===== src/design/afac_pkg.sv =====
`timescale 1ns / 1ps

package afac_pkg;

  // Sizing defaults
  localparam int MAX_FRAME_DEF   = 4096;
  localparam int QUEUE_DEPTH_DEF = 4;

  // Configuration port
  localparam int CFG_IDX_W  = 3;
  localparam int CFG_DATA_W = 17;

  typedef enum logic [CFG_IDX_W-1:0] {
    CFG_MODE  = 3'd0,
    CFG_JUMP  = 3'd1,
    CFG_CURVE = 3'd2,
    CFG_LOUD  = 3'd3,
    CFG_PEAK  = 3'd4
  } cfg_index_t;

  // Register reset values
  localparam logic        MODE_RST  = 1'b1;
  localparam logic [15:0] JUMP_RST  = 16'd15000;
  localparam logic [16:0] CURVE_RST = 17'd10000;
  localparam logic [15:0] LOUD_RST  = 16'd20000;
  localparam logic [15:0] PEAK_RST  = 16'd29492;

  // Minimum frame lengths
  localparam int HEUR_MIN  = 64;
  localparam int BASIC_MIN = 32;

  // Result codes
  localparam logic [2:0] LEVEL_NONE     = 3'd0;
  localparam logic [2:0] LEVEL_AMBIENT  = 3'd1;
  localparam logic [2:0] LEVEL_TARGETED = 3'd2;
  localparam logic [2:0] LEVEL_ACTIVE   = 3'd3;
  localparam logic [2:0] LEVEL_HOSTILE  = 3'd4;

  localparam logic [1:0] KIND_NONE      = 2'd0;
  localparam logic [1:0] KIND_BEACON    = 2'd1;
  localparam logic [1:0] KIND_LASER     = 2'd2;
  localparam logic [1:0] KIND_RECORDING = 2'd3;

  localparam logic [6:0] CONF_NONE      = 7'd0;
  localparam logic [6:0] CONF_BEACON    = 7'd80;
  localparam logic [6:0] CONF_LASER     = 7'd90;
  localparam logic [6:0] CONF_RECORDING = 7'd60;
  localparam logic [6:0] CONF_BASIC     = 7'd40;

  typedef struct packed {
    logic signed [15:0] sample;
    logic               last_in_frame;
  } in_word_t;

  typedef struct packed {
    logic [2:0] alert_level;
    logic [1:0] threat_kind;
    logic [6:0] confidence_pct;
    logic       frame_short;
    logic       frame_overflow;
  } out_word_t;

  typedef struct packed {
    logic        analysis_mode;
    logic [15:0] jump_threshold;
    logic [16:0] curvature_threshold;
    logic [15:0] loud_threshold;
    logic [15:0] peak_threshold;
  } cfg_t;

  // Per-sample features passed from front to back
  typedef struct packed {
    logic        counted;  // 0 when the sample lies past the frame limit
    logic        jump;
    logic        curve;
    logic        loud;
    logic        zero;
    logic [15:0] mag;
    logic        last;
  } feat_t;

endpackage


===== src/design/afac_front.sv =====
`timescale 1ns / 1ps

module afac_front #(
  parameter int MAX_FRAME = afac_pkg::MAX_FRAME_DEF
) (
  input  logic             clk,
  input  logic             rst,
  input  afac_pkg::cfg_t   cfg,
  input  logic             in_valid,
  output logic             in_stall,
  input  afac_pkg::in_word_t in_data,
  input  logic             q_full,
  output logic             q_push,
  output afac_pkg::feat_t  q_data
);

  localparam int CW = $clog2(MAX_FRAME + 1);

  logic [CW-1:0]      count;
  logic signed [15:0] prev;
  logic signed [15:0] older;

  logic               accept;
  logic               counted;
  logic signed [16:0] s17;
  logic signed [16:0] d1;
  logic [16:0]        mag1;
  logic signed [18:0] d2;
  logic [18:0]        mag2;
  logic signed [16:0] mag17;

  assign in_stall = q_full;
  assign accept   = in_valid & ~q_full;
  assign q_push   = accept;

  // Feature extraction on the incoming word
  always_comb begin
    counted = (count < CW'(MAX_FRAME));
    s17     = {in_data.sample[15], in_data.sample};
    d1      = s17 - {prev[15], prev};
    mag1    = d1[16] ? 17'(-d1) : 17'(d1);
    d2      = {{3{in_data.sample[15]}}, in_data.sample}
            - {{2{prev[15]}}, prev, 1'b0}
            + {{3{older[15]}}, older};
    mag2    = d2[18] ? 19'(-d2) : 19'(d2);
    mag17   = s17[16] ? -s17 : s17;

    q_data.counted = counted;
    q_data.jump    = counted && (count != '0) && (mag1 > {1'b0, cfg.jump_threshold});
    q_data.curve   = counted && (count > CW'(1))
                     && (mag2 > {2'b00, cfg.curvature_threshold});
    q_data.mag     = mag17[15:0];
    q_data.loud    = counted && (mag17[15:0] > cfg.loud_threshold);
    q_data.zero    = counted && (in_data.sample == 16'sd0);
    q_data.last    = in_data.last_in_frame;
  end

  // Frame position and sample history
  always_ff @(posedge clk) begin
    if (rst) begin
      count <= '0;
      prev  <= '0;
      older <= '0;
    end else if (accept) begin
      if (in_data.last_in_frame) begin
        count <= '0;
        prev  <= '0;
        older <= '0;
      end else if (counted) begin
        count <= count + CW'(1);
        prev  <= in_data.sample;
        older <= prev;
      end
    end
  end

endmodule


===== src/design/afac_queue.sv =====
`timescale 1ns / 1ps

module afac_queue #(
  parameter int DEPTH = afac_pkg::QUEUE_DEPTH_DEF
) (
  input  logic            clk,
  input  logic            rst,
  input  logic            push,
  input  afac_pkg::feat_t push_data,
  output logic            full,
  input  logic            pop,
  output logic            empty,
  output afac_pkg::feat_t head
);

  localparam int PW = (DEPTH > 1) ? $clog2(DEPTH) : 1;
  localparam int NW = $clog2(DEPTH + 1);

  afac_pkg::feat_t slots [DEPTH];
  logic [PW-1:0]   wr_ptr;
  logic [PW-1:0]   rd_ptr;
  logic [NW-1:0]   fill;

  assign full  = (fill == NW'(DEPTH));
  assign empty = (fill == '0);
  assign head  = slots[rd_ptr];

  // Storage
  always_ff @(posedge clk) begin
    if (push) begin
      slots[wr_ptr] <= push_data;
    end
  end

  // Pointers and fill level
  always_ff @(posedge clk) begin
    if (rst) begin
      wr_ptr <= '0;
      rd_ptr <= '0;
      fill   <= '0;
    end else begin
      if (push) begin
        wr_ptr <= (wr_ptr == PW'(DEPTH - 1)) ? '0 : wr_ptr + PW'(1);
      end
      if (pop) begin
        rd_ptr <= (rd_ptr == PW'(DEPTH - 1)) ? '0 : rd_ptr + PW'(1);
      end
      if (push && !pop) begin
        fill <= fill + NW'(1);
      end else if (pop && !push) begin
        fill <= fill - NW'(1);
      end
    end
  end

endmodule


===== src/design/afac_back.sv =====
`timescale 1ns / 1ps

module afac_back #(
  parameter int MAX_FRAME = afac_pkg::MAX_FRAME_DEF
) (
  input  logic               clk,
  input  logic               rst,
  input  afac_pkg::cfg_t     cfg,
  input  logic               q_empty,
  input  afac_pkg::feat_t    q_head,
  output logic               q_pop,
  output logic               out_valid,
  input  logic               out_stall,
  output afac_pkg::out_word_t out_data
);

  localparam int CW = $clog2(MAX_FRAME + 1);
  localparam int SW = CW + 15;
  localparam int PW = CW + 20;

  typedef struct packed {
    logic [CW-1:0] n;
    logic [CW-1:0] jump;
    logic [CW-1:0] curve;
    logic [CW-1:0] loud;
    logic [CW-1:0] zero;
    logic [SW-1:0] sum;
    logic [15:0]   peak;
    logic          ovf;
  } stats_t;

  stats_t acc;
  stats_t acc_next;
  stats_t fin;
  logic   fin_valid;
  logic   load_out;
  logic   fin_ready;

  logic [PW-1:0] n_w, j5, c20, n3, s10, n3_big, l10, z20;
  afac_pkg::out_word_t res;

  // Accumulate one word
  always_comb begin
    acc_next       = acc;
    acc_next.ovf   = acc.ovf | ~q_head.counted;
    if (q_head.counted) begin
      acc_next.n     = acc.n + CW'(1);
      acc_next.jump  = acc.jump + CW'(q_head.jump);
      acc_next.curve = acc.curve + CW'(q_head.curve);
      acc_next.loud  = acc.loud + CW'(q_head.loud);
      acc_next.zero  = acc.zero + CW'(q_head.zero);
      acc_next.sum   = acc.sum + SW'(q_head.mag);
      if (q_head.mag > acc.peak) begin
        acc_next.peak = q_head.mag;
      end
    end
  end

  assign load_out  = fin_valid && (!out_valid || !out_stall);
  assign fin_ready = !fin_valid || load_out;
  assign q_pop     = !q_empty && (!q_head.last || fin_ready);

  always_ff @(posedge clk) begin
    if (rst) begin
      acc       <= '0;
      fin_valid <= 1'b0;
    end else begin
      if (q_pop) begin
        acc <= q_head.last ? '0 : acc_next;
      end
      if (q_pop && q_head.last) begin
        fin_valid <= 1'b1;
      end else if (load_out) begin
        fin_valid <= 1'b0;
      end
    end
  end

  // Frame totals snapshot
  always_ff @(posedge clk) begin
    if (q_pop && q_head.last) begin
      fin <= acc_next;
    end
  end

  // Ratio tests by cross-multiplication with constants
  always_comb begin
    n_w    = PW'(fin.n);
    j5     = (PW'(fin.jump) << 2) + PW'(fin.jump);
    c20    = (PW'(fin.curve) << 4) + (PW'(fin.curve) << 2);
    n3     = (n_w << 1) + n_w;
    s10    = (PW'(fin.sum) << 3) + (PW'(fin.sum) << 1);
    n3_big = n3 << 15;
    l10    = (PW'(fin.loud) << 3) + (PW'(fin.loud) << 1);
    z20    = (PW'(fin.zero) << 4) + (PW'(fin.zero) << 2);

    res.alert_level    = afac_pkg::LEVEL_NONE;
    res.threat_kind    = afac_pkg::KIND_NONE;
    res.confidence_pct = afac_pkg::CONF_NONE;
    res.frame_short    = 1'b0;
    res.frame_overflow = fin.ovf;

    if (cfg.analysis_mode) begin
      priority if (n_w < PW'(afac_pkg::HEUR_MIN)) begin
        res.frame_short = 1'b1;
      end else if (j5 > n_w) begin
        res.alert_level    = afac_pkg::LEVEL_ACTIVE;
        res.threat_kind    = afac_pkg::KIND_BEACON;
        res.confidence_pct = afac_pkg::CONF_BEACON;
      end else if (c20 > n3) begin
        res.alert_level    = afac_pkg::LEVEL_HOSTILE;
        res.threat_kind    = afac_pkg::KIND_LASER;
        res.confidence_pct = afac_pkg::CONF_LASER;
      end else if ((fin.peak >= cfg.peak_threshold) && (s10 > n3_big)) begin
        res.alert_level    = afac_pkg::LEVEL_TARGETED;
        res.threat_kind    = afac_pkg::KIND_RECORDING;
        res.confidence_pct = afac_pkg::CONF_RECORDING;
      end else begin
        res.frame_short = 1'b0;
      end
    end else begin
      priority if (n_w < PW'(afac_pkg::BASIC_MIN)) begin
        res.frame_short = 1'b1;
      end else if ((l10 > n_w) && (z20 < n_w)) begin
        res.alert_level    = afac_pkg::LEVEL_AMBIENT;
        res.threat_kind    = afac_pkg::KIND_RECORDING;
        res.confidence_pct = afac_pkg::CONF_BASIC;
      end else begin
        res.frame_short = 1'b0;
      end
    end
  end

  // Output word register
  always_ff @(posedge clk) begin
    if (rst) begin
      out_valid <= 1'b0;
    end else if (load_out) begin
      out_valid <= 1'b1;
    end else if (!out_stall) begin
      out_valid <= 1'b0;
    end
  end

  always_ff @(posedge clk) begin
    if (load_out) begin
      out_data <= res;
    end
  end

  // Checks
  a_fin_hold: assert property (@(posedge clk) disable iff (rst)
    fin_valid && !load_out |=> fin_valid && $stable(fin))
    else $error("frame totals lost while waiting for the output register");

  a_last_fills_fin: assert property (@(posedge clk) disable iff (rst)
    q_pop && q_head.last |=> fin_valid)
    else $error("frame end did not produce totals");

  a_count_bound: assert property (@(posedge clk) disable iff (rst)
    acc.n <= CW'(MAX_FRAME))
    else $error("sample count past frame limit");

  a_short_no_threat: assert property (@(posedge clk) disable iff (rst)
    out_valid && out_data.frame_short |-> out_data.alert_level == afac_pkg::LEVEL_NONE)
    else $error("short frame carries a threat");

  a_conf_matches: assert property (@(posedge clk) disable iff (rst)
    out_valid |-> ((out_data.alert_level == afac_pkg::LEVEL_NONE)
                   == (out_data.confidence_pct == afac_pkg::CONF_NONE)))
    else $error("confidence inconsistent with threat level");

endmodule


===== src/design/audio_frame_anomaly_classifier_top.sv =====
`timescale 1ns / 1ps

// Channel | Handshake            | Word
// --------+----------------------+---------------------------------------------
// in      | in_valid / in_stall  | in_data  : sample, last_in_frame
// out     | out_valid / out_stall| out_data : level, kind, confidence, flags
// cfg     | cfg_we               | cfg_index, cfg_data (write only)
//
// One sample word is accepted per cycle while in_stall is low; one result word
// per frame end. A result passes through the queue write, the totals snapshot
// and the output register after the last sample of its frame is accepted.
// rst is synchronous; it restores register defaults and clears all frame state.
// in_stall rises only when the QUEUE_DEPTH-entry queue between the feature
// front end and the accumulator fills, which happens only while out_stall holds.

module audio_frame_anomaly_classifier_top #(
  parameter int MAX_FRAME   = afac_pkg::MAX_FRAME_DEF,
  parameter int QUEUE_DEPTH = afac_pkg::QUEUE_DEPTH_DEF
) (
  input  logic                            clk,
  input  logic                            rst,
  input  logic                            in_valid,
  output logic                            in_stall,
  input  afac_pkg::in_word_t              in_data,
  output logic                            out_valid,
  input  logic                            out_stall,
  output afac_pkg::out_word_t             out_data,
  input  logic                            cfg_we,
  input  logic [afac_pkg::CFG_IDX_W-1:0]  cfg_index,
  input  logic [afac_pkg::CFG_DATA_W-1:0] cfg_data
);

  afac_pkg::cfg_t  cfg;
  logic            q_full;
  logic            q_push;
  afac_pkg::feat_t q_in;
  logic            q_pop;
  logic            q_empty;
  afac_pkg::feat_t q_head;

  // Configuration registers
  always_ff @(posedge clk) begin
    if (rst) begin
      cfg.analysis_mode       <= afac_pkg::MODE_RST;
      cfg.jump_threshold      <= afac_pkg::JUMP_RST;
      cfg.curvature_threshold <= afac_pkg::CURVE_RST;
      cfg.loud_threshold      <= afac_pkg::LOUD_RST;
      cfg.peak_threshold      <= afac_pkg::PEAK_RST;
    end else if (cfg_we) begin
      unique case (afac_pkg::cfg_index_t'(cfg_index))
        afac_pkg::CFG_MODE:  cfg.analysis_mode       <= cfg_data[0];
        afac_pkg::CFG_JUMP:  cfg.jump_threshold      <= cfg_data[15:0];
        afac_pkg::CFG_CURVE: cfg.curvature_threshold <= cfg_data[16:0];
        afac_pkg::CFG_LOUD:  cfg.loud_threshold      <= cfg_data[15:0];
        afac_pkg::CFG_PEAK:  cfg.peak_threshold      <= cfg_data[15:0];
        default: begin
        end
      endcase
    end
  end

  afac_front #(
    .MAX_FRAME (MAX_FRAME)
  ) u_front (
    .clk      (clk),
    .rst      (rst),
    .cfg      (cfg),
    .in_valid (in_valid),
    .in_stall (in_stall),
    .in_data  (in_data),
    .q_full   (q_full),
    .q_push   (q_push),
    .q_data   (q_in)
  );

  afac_queue #(
    .DEPTH (QUEUE_DEPTH)
  ) u_queue (
    .clk       (clk),
    .rst       (rst),
    .push      (q_push),
    .push_data (q_in),
    .full      (q_full),
    .pop       (q_pop),
    .empty     (q_empty),
    .head      (q_head)
  );

  afac_back #(
    .MAX_FRAME (MAX_FRAME)
  ) u_back (
    .clk       (clk),
    .rst       (rst),
    .cfg       (cfg),
    .q_empty   (q_empty),
    .q_head    (q_head),
    .q_pop     (q_pop),
    .out_valid (out_valid),
    .out_stall (out_stall),
    .out_data  (out_data)
  );

endmodule


===== config.mk =====
export PLATFORM = sky130hd
export DESIGN_NAME = audio_frame_anomaly_classifier_top
export DESIGN_NICKNAME = d
export VERILOG_FILES = /design/src/design/afac_pkg.sv /design/src/design/afac_front.sv /design/src/design/afac_queue.sv /design/src/design/afac_back.sv /design/src/design/audio_frame_anomaly_classifier_top.sv
export SDC_FILE = /design/constraint.sdc
export NUM_CORES = 1
export LEC_CHECK = 0
export CAP_MARGIN = 15
export CORE_ASPECT_RATIO = 0.8
export CORE_MARGIN = 2
export CORE_UTILIZATION = 50
export DETAILED_ROUTE_END_ITERATION = 8
export DONT_BUFFER_PORTS = 1
export PLACE_DENSITY = 0.72
export RECOVER_POWER = 25
export SLEW_MARGIN = 0
export SYNTH_ARGS = -nofsm -noshare
export SYNTH_HDL_FRONTEND = slang
export SYNTH_HIERARCHICAL = 1
export SYNTH_SLANG_ARGS = --single-unit

===== constraint.sdc =====
create_clock -name clk -period 14.9 [get_ports clk]
set_input_delay 0.745 -clock clk [delete_from_list [all_inputs] [get_ports clk]]
set_output_delay 0.745 -clock clk [all_outputs]
set_load 0.01 [all_outputs]

# Word-level counts from Yosys, hierarchy flattened
# Memory sizes are Yosys's and may differ from the RTL's. A register that Yosys moved wholly into a read port is not among the register bits.
# Cells that the tools add are included.
[op_classes]
addsub = 23
magnitude_cmp = 14
n_eq_ne = 8
n_mux = 33
bitwise = 4
reduce_logical = 36
[ops]
columns = ["operator", "n"]
rows = [
  ["2-to-1 mux 110 bit", 1],
  ["2-to-1 mux 109 bit", 1],
  ["2-to-1 mux 16 bit", 6],
  ["greater-than comparator 33 x 13 -> 1 bit", 2],
  ["greater-than comparator 33 bit", 2],
  ["adder 13 x 1 -> 13 bit", 4],
  ["2-to-1 mux 13 bit", 3],
  ["adder 17 x 15 -> 18 bit", 2],
  ["2-to-1 mux 12 bit", 3],
  ["less-than comparator 33 x 13 -> 1 bit", 1],
  ["adder 31 x 29 -> 32 bit", 1],
  ["greater-than comparator 16 bit", 2],
  ["adder 28 x 16 -> 28 bit", 1],
  ["adder 13 x 1 -> 13 bit, second input constant", 2],
  ["2-to-1 mux 10 bit", 2],
  ["adder 19 bit", 1],
  ["greater-than comparator 19 x 17 -> 1 bit", 1],
  ["2-to-1 mux 19 bit", 1],
  ["negation 19 bit", 1],
  ["subtractor 16 x 17 -> 18 bit", 1],
  ["adder 16 x 14 -> 17 bit", 1],
  ["greater-than comparator 17 x 16 -> 1 bit", 1],
  ["2-to-1 mux 17 bit", 1],
  ["negation 17 bit", 1],
  ["32 further kinds", 76],
]
[totals]
register_bits = 354
ramBits = 88
inputBits = 42
out_inout_bits = 16
mem_count = 1
[mem_list]
columns = ["name", "depth", "width", "rd", "rd_clocked_by_memory_dff", "wr", "line", "source"]
rows = [
  ["u_queue.slots", 4, 22, 1, 1, 1, "afac_queue.sv:19", "afac_pkg::feat_t slots [DEPTH];"],
]

# Depth between registers and ports, before layout
# Gate-level depths: netlist of the first run.
[depth]
depth_word = 9
ltp_mapped = 22
depth_no_buf = 21

# Cells and area by module
# Netlist of the first run, hierarchy kept.
[modules_own_cells]
columns = ["mod", "instances", "cells_per_inst", "area_each_um2", "seq_area_each_um2"]
rows = [
  ["afac_back", 1, 1778, 16589.7, 5875.6],
  ["afac_front", 1, 867, 6497.5, 900.9],
  ["afac_queue", 1, 158, 3618.5, 2822.7],
  ["audio_frame_anomaly_classifier_top", 1, 255, 2685.1, 1321.3],
]

# Least setup slack after synthesis of the first run
# Ideal clock, no wire load.
[synth_timing]
path_type = "register to register"
startpoint = "register (tool-made name)"
endpoint = "register u_back/fin[0] (netlist name), enable pin"
arrival_time_ns = 6.175
setup_slack_ns = 8.141
path_stages_with_launch = 5
path_buffers = 1
cell_sequence = "dfxtp_1 mux4_1 a41o_1 clkbuf_1 nor2_1"
[synth_rtl]
columns = ["item", "line", "source"]
rows = [
  ["end signal: assignment", "afac_back.sv:82", "fin <= acc_next;"],
  ["end: declaration", "afac_back.sv:34", "stats_t fin;"],
]

==> impl_table.tex, run 1 <==
\begin{tabular}{lr}
\hline
Metric & Value \\
\hline
\multicolumn{2}{l}{\textbf{Power}} \\
Standby leakage power & between 10 and 15 nW \\
VDD IR-drop max & about 0.14 mV \\
Power per cell area & between 200 and 250 nW/um\^{}2 \\
\multicolumn{2}{l}{\textbf{Route}} \\
Vias per cell & around 6 \\
Detailed-route wire length per cell & 18.9 um \\
Via Count & about 23000 \\
Antenna Nets Post-Route & 0 \\
Wire length reported by the detailed router & 72.3 mm \\
DRC violations left & 0 \\
First drt pass iteration count & 6 \\
Initial drt markers & about 2000 \\
\multicolumn{2}{l}{\textbf{STA}} \\
Hold Fails Final Rpt & 0 \\
Final critical-path required period & between 6 and 7 ns \\
Setup repair after global routing missed its margin & false \\
Ratio of final minimum period to clock period & 41.7\% \\
Maximum clock rate & 161 MHz \\
Setup Total Neg Slack & 0 ns \\
Tightest slew margin relative to the limit & -26.5\% \\
Final setup viols & 0 \\
Transition time at the pin with the least slew margin & 1.90 ns \\
Final Max Slew Viols & 23 \\
Maximum clock skew at final layout & 0.0369 ns \\
\multicolumn{2}{l}{\textbf{Die}} \\
Die area & around 61000 sq um \\
Die X-Extent & between 200 and 300 um \\
Core Rows & 79 \\
Floorplan core area & just under 60000 sq um \\
Chip Height & 221 um \\
Count of pins on the block boundary & 58 \\
Initial cell density of the core & approximately half \\
\multicolumn{2}{l}{\textbf{Clock network}} \\
Resized cells post-CTS & 0 \\
Buffer cell driving the clock tree root & sky130\_fd\_sc\_hd\_\_clkbuf\_16 \\
H-Tree Depth & 2 \\
Num CTS Buffers & between 40 and 50 \\
\# Post-CTS Setup Buffers & 0 \\
Count of hold buffers inserted by post-cts repair & 0 \\
TritonCTS clock tree & yes \\
CTS sink count & approximately 440 \\
Maximum number of buffers from clock root to sink & 3 \\
Post-CTS clock slew at the launch and capture registers of the worst setup and hold paths & around 0.07 ns \\
Clk\_lat worst skew & about 0.63 ns \\
\multicolumn{2}{l}{\textbf{Placement}} \\
Buffers added on ports & 0 \\
Routability cong. & 0.925 \\
DPL Wire Length & 53.8 mm \\
\multicolumn{2}{l}{\textbf{Critical path}} \\
Slowest cell delay on critical path & around 1.4 ns \\
CP delay by family, top & buffers and inverters \\
Crit-path slowest cell & sky130\_fd\_sc\_hd\_\_clkbuf\_1 \\
Critical path startpoint category & flop \\
Number of buffers and inverters on the critical path & 6 \\
Critical path type & flop to flop \\
Endpoint of the lowest-slack register-to-register path & u\_back/acc[16]\$\_SDFFE\_PP0P\_ \\
FF-to-FF setup slack & around 8.7 ns \\
Required time of the worst setup path & $\sim$15 ns \\
Critical path's most frequent cell & sky130\_fd\_sc\_hd\_\_buf\_4 \\
Kind of end point of the critical path & flop \\
Max FO, Critical Path & between 60 and 70 \\
Cell chain of the critical path & clkbuf\_1 -> mux4\_1 -> buf\_4 -> a41o\_1 -> buf\_4 -> inv\_2 -> buf\_4 -> nand2\_1 -> buf\_4 -> nor2\_1 -> and2\_1 -> a22o\_1 \\
Worst path arrival time & 6.78 ns \\
Number of cell instances on the worst register-to-register path & 12 \\
\multicolumn{2}{l}{\textbf{Outcome}} \\
Status & finished, violations left \\
Failing checks & max-capacitance violations, max-slew violations \\
\multicolumn{2}{l}{\textbf{Synth}} \\
Synth warn & 6 \\
Cell area after technology mapping & a little under 30000 sq um \\
Async set-or-reset flop fraction in the synthesized netlist & 0\% \\
Average footprint of a synthesized cell & approximately 9.6 sq um \\
Count of flip-flops with a built-in enable after synthesis & around 210 \\
Net Count, Synth & around 3400 \\
Post-synthesis instance total & a little over 3000 \\
Share of synthesized area occupied by flip-flops and latches & $\sim$37\% \\
Count of cell types in the netlist & 111 \\
Top FF cell, synth & sky130\_fd\_sc\_hd\_\_dfxtp\_1 \\
Total of flip-flops plus latches after synthesis & 441 \\
\multicolumn{2}{l}{\textbf{Global routing}} \\
Aggregate global-route resource usage & 23.7\% \\
Initial antenna violation count & 0 \\
GRT overflow & 0 \\
First-pass GRT wire length & $\sim$120 mm \\
Vias in the first global route & around 22000 \\
Maximum number of pins on one net before global-route repair & between 200 and 250 \\
\multicolumn{2}{l}{\textbf{Hold path}} \\
Min-delay worst type & input pin to flop \\
Startpoint of the lowest-slack hold path & rst \\
Worst-case hold path end point & u\_front/prev[4]\$\_SDFFE\_PP0P\_ \\
WHS Path Cells & 1 \\
\multicolumn{2}{l}{\textbf{Cells and area}} \\
Filler Cells Inserted & $\sim$5000 \\
ANT cells & 0 \\
Fraction of final layout cells sized beyond drive strength 1 & between 6 and 7\% \\
Area grow syn2layout & 7.79\% \\
NumNets Final & 3388 \\
Post-Route Utilization & between 50\% and 60\% \\
\multicolumn{2}{l}{\textbf{Flow run}} \\
Reported max-cap violation count & 1 \\
\hline
\end{tabular}
## cells in the mapped netlist (73+ instances only)
library cell,number,area [sq um]
sky130_fd_sc_hd__mux2i_1,76,761
sky130_fd_sc_hd__a21oi_1,169,846
sky130_fd_sc_hd__o21ai_0,145,726
sky130_fd_sc_hd__clkbuf_1,73,274
sky130_fd_sc_hd__xnor2_1,131,1150
sky130_fd_sc_hd__ha_1,306,3830
sky130_fd_sc_hd__nand2_1,145,544
sky130_fd_sc_hd__xor2_1,75,657
sky130_fd_sc_hd__inv_1,232,871
sky130_fd_sc_hd__nor2_1,305,1140
sky130_fd_sc_hd__dfxtp_1,232,4640
sky130_fd_sc_hd__nand2b_1,74,463
sky130_fd_sc_hd__a21o_1,76,571
sky130_fd_sc_hd__nand3_1,78,390
sky130_fd_sc_hd__a22oi_1,76,571
sky130_fd_sc_hd__edfxtp_1,209,6280
## routing by layer
layer  wire length, um  up-vias  track usage (%)
met2             31200      671             35.5
li1                  -    11041                -
met3              5190      118             5.18
met5                 0        -                0
met4              1870        0             6.63
met1             34100    10965             34.4
## worst reg2reg max path, stage by stage, from the launching register on
cell,delay (ns)
sky130_fd_sc_hd__dfxtp_1,0.30
sky130_fd_sc_hd__clkbuf_1,1.36
sky130_fd_sc_hd__mux4_1,0.71
sky130_fd_sc_hd__buf_4,0.31
sky130_fd_sc_hd__a41o_1,0.30
sky130_fd_sc_hd__buf_4,0.30
sky130_fd_sc_hd__inv_2,0.12
sky130_fd_sc_hd__buf_4,0.54
sky130_fd_sc_hd__nand2_1,0.14
sky130_fd_sc_hd__buf_4,0.35
sky130_fd_sc_hd__nor2_1,0.81
sky130_fd_sc_hd__and2_1,0.69
sky130_fd_sc_hd__a22o_1,0.26
## cells by family after synthesis
logic type      share of synthesized area (%)
simple gates                             15.3
compound gates                           16.7
flops                                    37.2
buf+inv                                  4.72
fa+ha+maj                                14.7
xor+xnor                                 6.19
mux                                      5.22
other cells                            0.0128
## layout by cell type (no fill, tap or decap), drive strengths merged, types with 68 or more instances in the layout
cell type / n
a21o: 76
a21oi: 173
a22oi: 78
clkbuf: 68
dfxtp: 232
edfxtp: 209
ha: 306
inv: 234
mux2i: 76
nand2: 145
nand2b: 76
nand3: 79
nor2: 305
o21ai: 157
xnor2: 131
xor2: 76
## stage by stage
stage	hold WS (ns)	area [sq um]	std cells	worst slack [ns]	power (W)
detailed placement	0.416	30000	3731	9.28	0.00535
global route	0.186	31700	3823	8.14	0.00716
finish	0.222	31700	3823	8.69	0.00664
CTS	0.182	31600	3819	9.67	0.00661
floorplan	0.400	29400	3058	8.14	0.00448
global placement	0.409	30000	3731	9.44	0.00520
## cell type report
class                   instances  area (sq um)  share of cell area (%)
multi-input cells            2275         17100                    54.0
flip-flops and latches        441         10900                    34.5
clock buffers                  64          1350                    4.27
well taps                     769           962                    3.04
inverters                     232           871                    2.75
clock inverters                24           288                   0.908
repair buffers                 18           180                   0.569
## report_power, final
group | switching (W) | internal [W]
registers | 0.000159 | 0.00159
clock network | 0.000515 | 0.000715
logic | 0.00218 | 0.00148
total | 0.00285 | 0.00379
## registers in the layout, summed over array words and instances (netlist names), 3 cells and up, named ones only
signal,flops
cfg,66
u_back/acc,110
u_back/fin,110
u_back/out_data,11
u_front/count,13
u_front/older,16
u_front/prev,16
u_queue/fill,3
u_queue/slots,88
## worst max-delay path by stage
stage                        startpoint                              to  slack [ns]  depth (start not counted)
2_1_floorplan                      flop         u_back/fin[0]$_DFFE_PP_        8.14                          4
3_3_place_gp                 in_data[3]  u_queue/slots[0][19]$_DFFE_PP_        9.44                         20
3_5_place_dp                 in_data[3]  u_queue/slots[0][19]$_DFFE_PP_        9.28                         20
4_1_cts        u_back/fin[17]$_DFFE_PP_    u_back/out_data[9]$_DFFE_PP_        9.67                         17
5_1_grt                            flop      u_back/acc[2]$_SDFFE_PP0P_        8.14                         12
6_report                           flop     u_back/acc[16]$_SDFFE_PP0P_        8.69                         12
(Power assumes the default switching activity.)
==> run 2, diff against run 1 <==
==> constraint.sdc (replaced) <==
create_clock -name clk -period 6.05 [get_ports clk]
set_input_delay 0.3025 -clock clk [delete_from_list [all_inputs] [get_ports clk]]
set_output_delay 0.3025 -clock clk [all_outputs]
set_load 0.01 [all_outputs]
==> run 2 against run 1 <==
Net effect: the flow still finishes with violations (max-capacitance violations, max-slew violations); sequential power up 150%; core utilization up 0.62 points; maximum frequency grew 21%; combinational power is 150% higher; worst setup slack worse by 7.8 ns; global-route usage grew 0.89 points; wire length rose by 4.2%; first-iteration DRC count grew 7.2%; critical path depth grew 7; clock power is 150% higher; design area is 1.1% higher; non-clock buffer count rose by 41; largest power group unchanged; highest routed layer unchanged.
==> impl_table.tex, run 2 (synthesis results as in run 1) <==
\begin{tabular}{lr}
\hline
Metric & Value \\
\hline
\multicolumn{2}{l}{\textbf{Global routing}} \\
Initial antenna violation count & 1 \\
Maximum number of pins on one net before global-route repair & about 200 \\
GRT overflow & 0 \\
Vias in the first global route & roughly 23000 \\
First-pass GRT wire length & 120 mm \\
Aggregate global-route resource usage & between 20\% and 30\% \\
\multicolumn{2}{l}{\textbf{STA}} \\
Final setup viols & 0 \\
Maximum clock rate & slightly below 200 MHz \\
Final Max Slew Viols & a little over 200 \\
Transition time at the pin with the least slew margin & between 4 and 5 ns \\
Setup repair after global routing missed its margin & false \\
Final critical-path required period & 5.12 ns \\
Maximum clock skew at final layout & roughly 0.028 ns \\
Hold Fails Final Rpt & 0 \\
Setup Total Neg Slack & 0 ns \\
Ratio of final minimum period to clock period & $\sim$85\% \\
Worst setup margin & 0.925 ns \\
Tightest slew margin relative to the limit & -180\% \\
\multicolumn{2}{l}{\textbf{Critical path}} \\
Kind of end point of the critical path & flop \\
Max FO, Critical Path & 10 \\
Worst path arrival time & around 5.6 ns \\
Critical path type & flop to flop \\
Required time of the worst setup path & roughly 6.5 ns \\
Number of cell instances on the worst register-to-register path & 19 \\
FF-to-FF setup slack & $\sim$0.93 ns \\
Critical path startpoint category & flop \\
\multicolumn{2}{l}{\textbf{Clock network}} \\
Num CTS Buffers & between 40 and 50 \\
Buffer cell driving the clock tree root & sky130\_fd\_sc\_hd\_\_clkbuf\_16 \\
Maximum number of buffers from clock root to sink & 3 \\
Post-CTS clock slew at the launch and capture registers of the worst setup and hold paths & 0.06 ns \\
\# Post-CTS Setup Buffers & 0 \\
CTS sink count & 441 \\
H-Tree Depth & 2 \\
TritonCTS clock tree & yes \\
Clk\_lat worst skew & around 0.62 ns \\
Count of hold buffers inserted by post-cts repair & 35 \\
Resized cells post-CTS & 0 \\
\multicolumn{2}{l}{\textbf{Route}} \\
Vias per cell & 5.98 \\
Wire length reported by the detailed router & 75.4 mm \\
Antenna Nets Post-Route & 0 \\
DRC violations left & 0 \\
Detailed-route wire length per cell & 19.5 um \\
Via Count & 23104 \\
First drt pass iteration count & 5 \\
Initial drt markers & about 2200 \\
\multicolumn{2}{l}{\textbf{Outcome}} \\
Failing checks & max-capacitance violations, max-slew violations \\
Status & finished, violations left \\
\multicolumn{2}{l}{\textbf{Cells and area}} \\
Most common cell after layout, fill and taps aside & sky130\_fd\_sc\_hd\_\_ha\_1 \\
ANT cells & 0 \\
NumNets Final & 3429 \\
Registers with the most flip-flops & u\_back/acc: 110 flops, u\_back/fin: 110 flops, u\_queue/slots: 88 flops \\
Leading cell types in the layout, fill and taps excluded & sky130\_fd\_sc\_hd\_\_ha\_1 (306), sky130\_fd\_sc\_hd\_\_nor2\_1 (303), sky130\_fd\_sc\_hd\_\_dfxtp\_1 (232) \\
Fraction of final layout cells sized beyond drive strength 1 & under 10\% \\
Area grow syn2layout & 9.01\% \\
\multicolumn{2}{l}{\textbf{Placement}} \\
DPL Wire Length & $\sim$55 mm \\
Buffers added on ports & 0 \\
Routability cong. & 0.893 \\
Pre-CTS setup slack & about 0.93 ns \\
\multicolumn{2}{l}{\textbf{Power}} \\
Power per cell area & approximately 510 nW/um\^{}2 \\
Standby leakage power & approximately 13 nW \\
VDD IR-drop max & 0.352 mV \\
\multicolumn{2}{l}{\textbf{Die}} \\
Die area & a little over 60000 sq um \\
Floorplan core area & between 50000 and 60000 sq um \\
Count of pins on the block boundary & 58 \\
Die X-Extent & roughly 280 um \\
Core Rows & between 70 and 80 \\
Chip Height & around 220 um \\
Initial cell density of the core & between 50\% and 60\% \\
\multicolumn{2}{l}{\textbf{Hold path}} \\
WHS Path Cells & 2 \\
Min-delay worst type & input pin to flop \\
\multicolumn{2}{l}{\textbf{Flow run}} \\
Reported max-cap violation count & 1 \\
\hline
\end{tabular}
==> run 2: cell count changes in the layout (fill, tap and decap cells not counted), moves of 2 or more <==
cell,before,now
sky130_fd_sc_hd__clkinv_1,8,1
sky130_fd_sc_hd__buf_16,3,0
sky130_fd_sc_hd__and4bb_1,4,2
sky130_fd_sc_hd__clkbuf_2,0,2
sky130_fd_sc_hd__dlygate4sd3_1,0,36
sky130_fd_sc_hd__clkinvlp_4,2,4
sky130_fd_sc_hd__and4bb_2,0,2
sky130_fd_sc_hd__inv_6,1,3
sky130_fd_sc_hd__buf_4,11,17
==> run 2: power by group <==
part	internal, W	total [W]	switching [W]	leakage (nW)
sequential	0.00392	0.00435	0.000428	3.83
clock	0.00173	0.00303	0.00130	0.791
combinational	0.00367	0.00906	0.00538	8.60
==> run 2: metrics by stage <==
stage / total power (W) / std cells / util [%] / cell area [sq um] / hold WS (ns)
6_report: 0.0164 / 3864 / 55.1 / 32000 / 0.0393
5_1_grt: 0.0177 / 3864 / 55.1 / 32000 / 0.0198
4_1_cts: 0.0164 / 3860 / 55.1 / 32000 / 0.00258
3_5_place_dp: 0.0132 / 3737 / 51.6 / 30000 / 0.405
3_3_place_gp: 0.0128 / 3737 / 51.6 / 30000 / 0.402
2_1_floorplan: 0.0110 / 3058 / - / 29400 / 0.372
==> run 2: layout make-up <==
| class | instances | area, sq um |
|---|---|---|
| Fill cell | 4959 | 26100 |
| Tap cell | 769 | 962 |
| Multi-Input combinational cell | 2275 | 17100 |
| Sequential cell | 441 | 10900 |
| Clock buffer | 66 | 1360 |
| Timing Repair Buffer | 59 | 549 |
| Inverter | 232 | 871 |
| Clock inverter | 22 | 275 |
==> run 2: path summary, 6_finish.rpt <==
kind / from / end
worst max-delay path: u_front/prev[1]$_SDFFE_PP0P_ / u_queue/slots[0][19]$_DFFE_PP_
worst min-delay path: cfg_data[7] / cfg[23]$_SDFFE_PP0P_
worst max register to register: u_front/prev[1]$_SDFFE_PP0P_ / u_queue/slots[0][19]$_DFFE_PP_
worst min register to register: u_back/fin[0]$_DFFE_PP_ / u_back/out_data[0]$_DFFE_PP_
==> run 2: worst max-delay path, stage by stage (launching register included) <==
cell and delay (ns):
sky130_fd_sc_hd__dfxtp_1 0.36, sky130_fd_sc_hd__fa_1 0.51, sky130_fd_sc_hd__inv_1 0.04, sky130_fd_sc_hd__ha_1 0.45
sky130_fd_sc_hd__nand2b_2 0.14, sky130_fd_sc_hd__a211oi_4 0.36, sky130_fd_sc_hd__o21ai_1 0.16, sky130_fd_sc_hd__a21boi_0 0.25
sky130_fd_sc_hd__o21ai_1 0.17, sky130_fd_sc_hd__a22oi_2 0.40, sky130_fd_sc_hd__nor2_1 0.12, sky130_fd_sc_hd__xnor2_1 0.15
sky130_fd_sc_hd__ha_1 0.33, sky130_fd_sc_hd__nand4_1 0.14, sky130_fd_sc_hd__nor2_1 0.13, sky130_fd_sc_hd__nand2_1 0.08
sky130_fd_sc_hd__or3_1 0.38, sky130_fd_sc_hd__a31oi_1 0.27, sky130_fd_sc_hd__and4bb_1 0.24, sky130_fd_sc_hd__nor3_2 0.25
==> run 2: layer usage <==
layer  GRT usage (%)  share of wire (%)  routed length [um]
met5               0                  0                   0
met4            5.86                1.9                1430
met3            3.68                6.3                4710
met2            38.1                 44               33400
met1            36.1                 48               35900
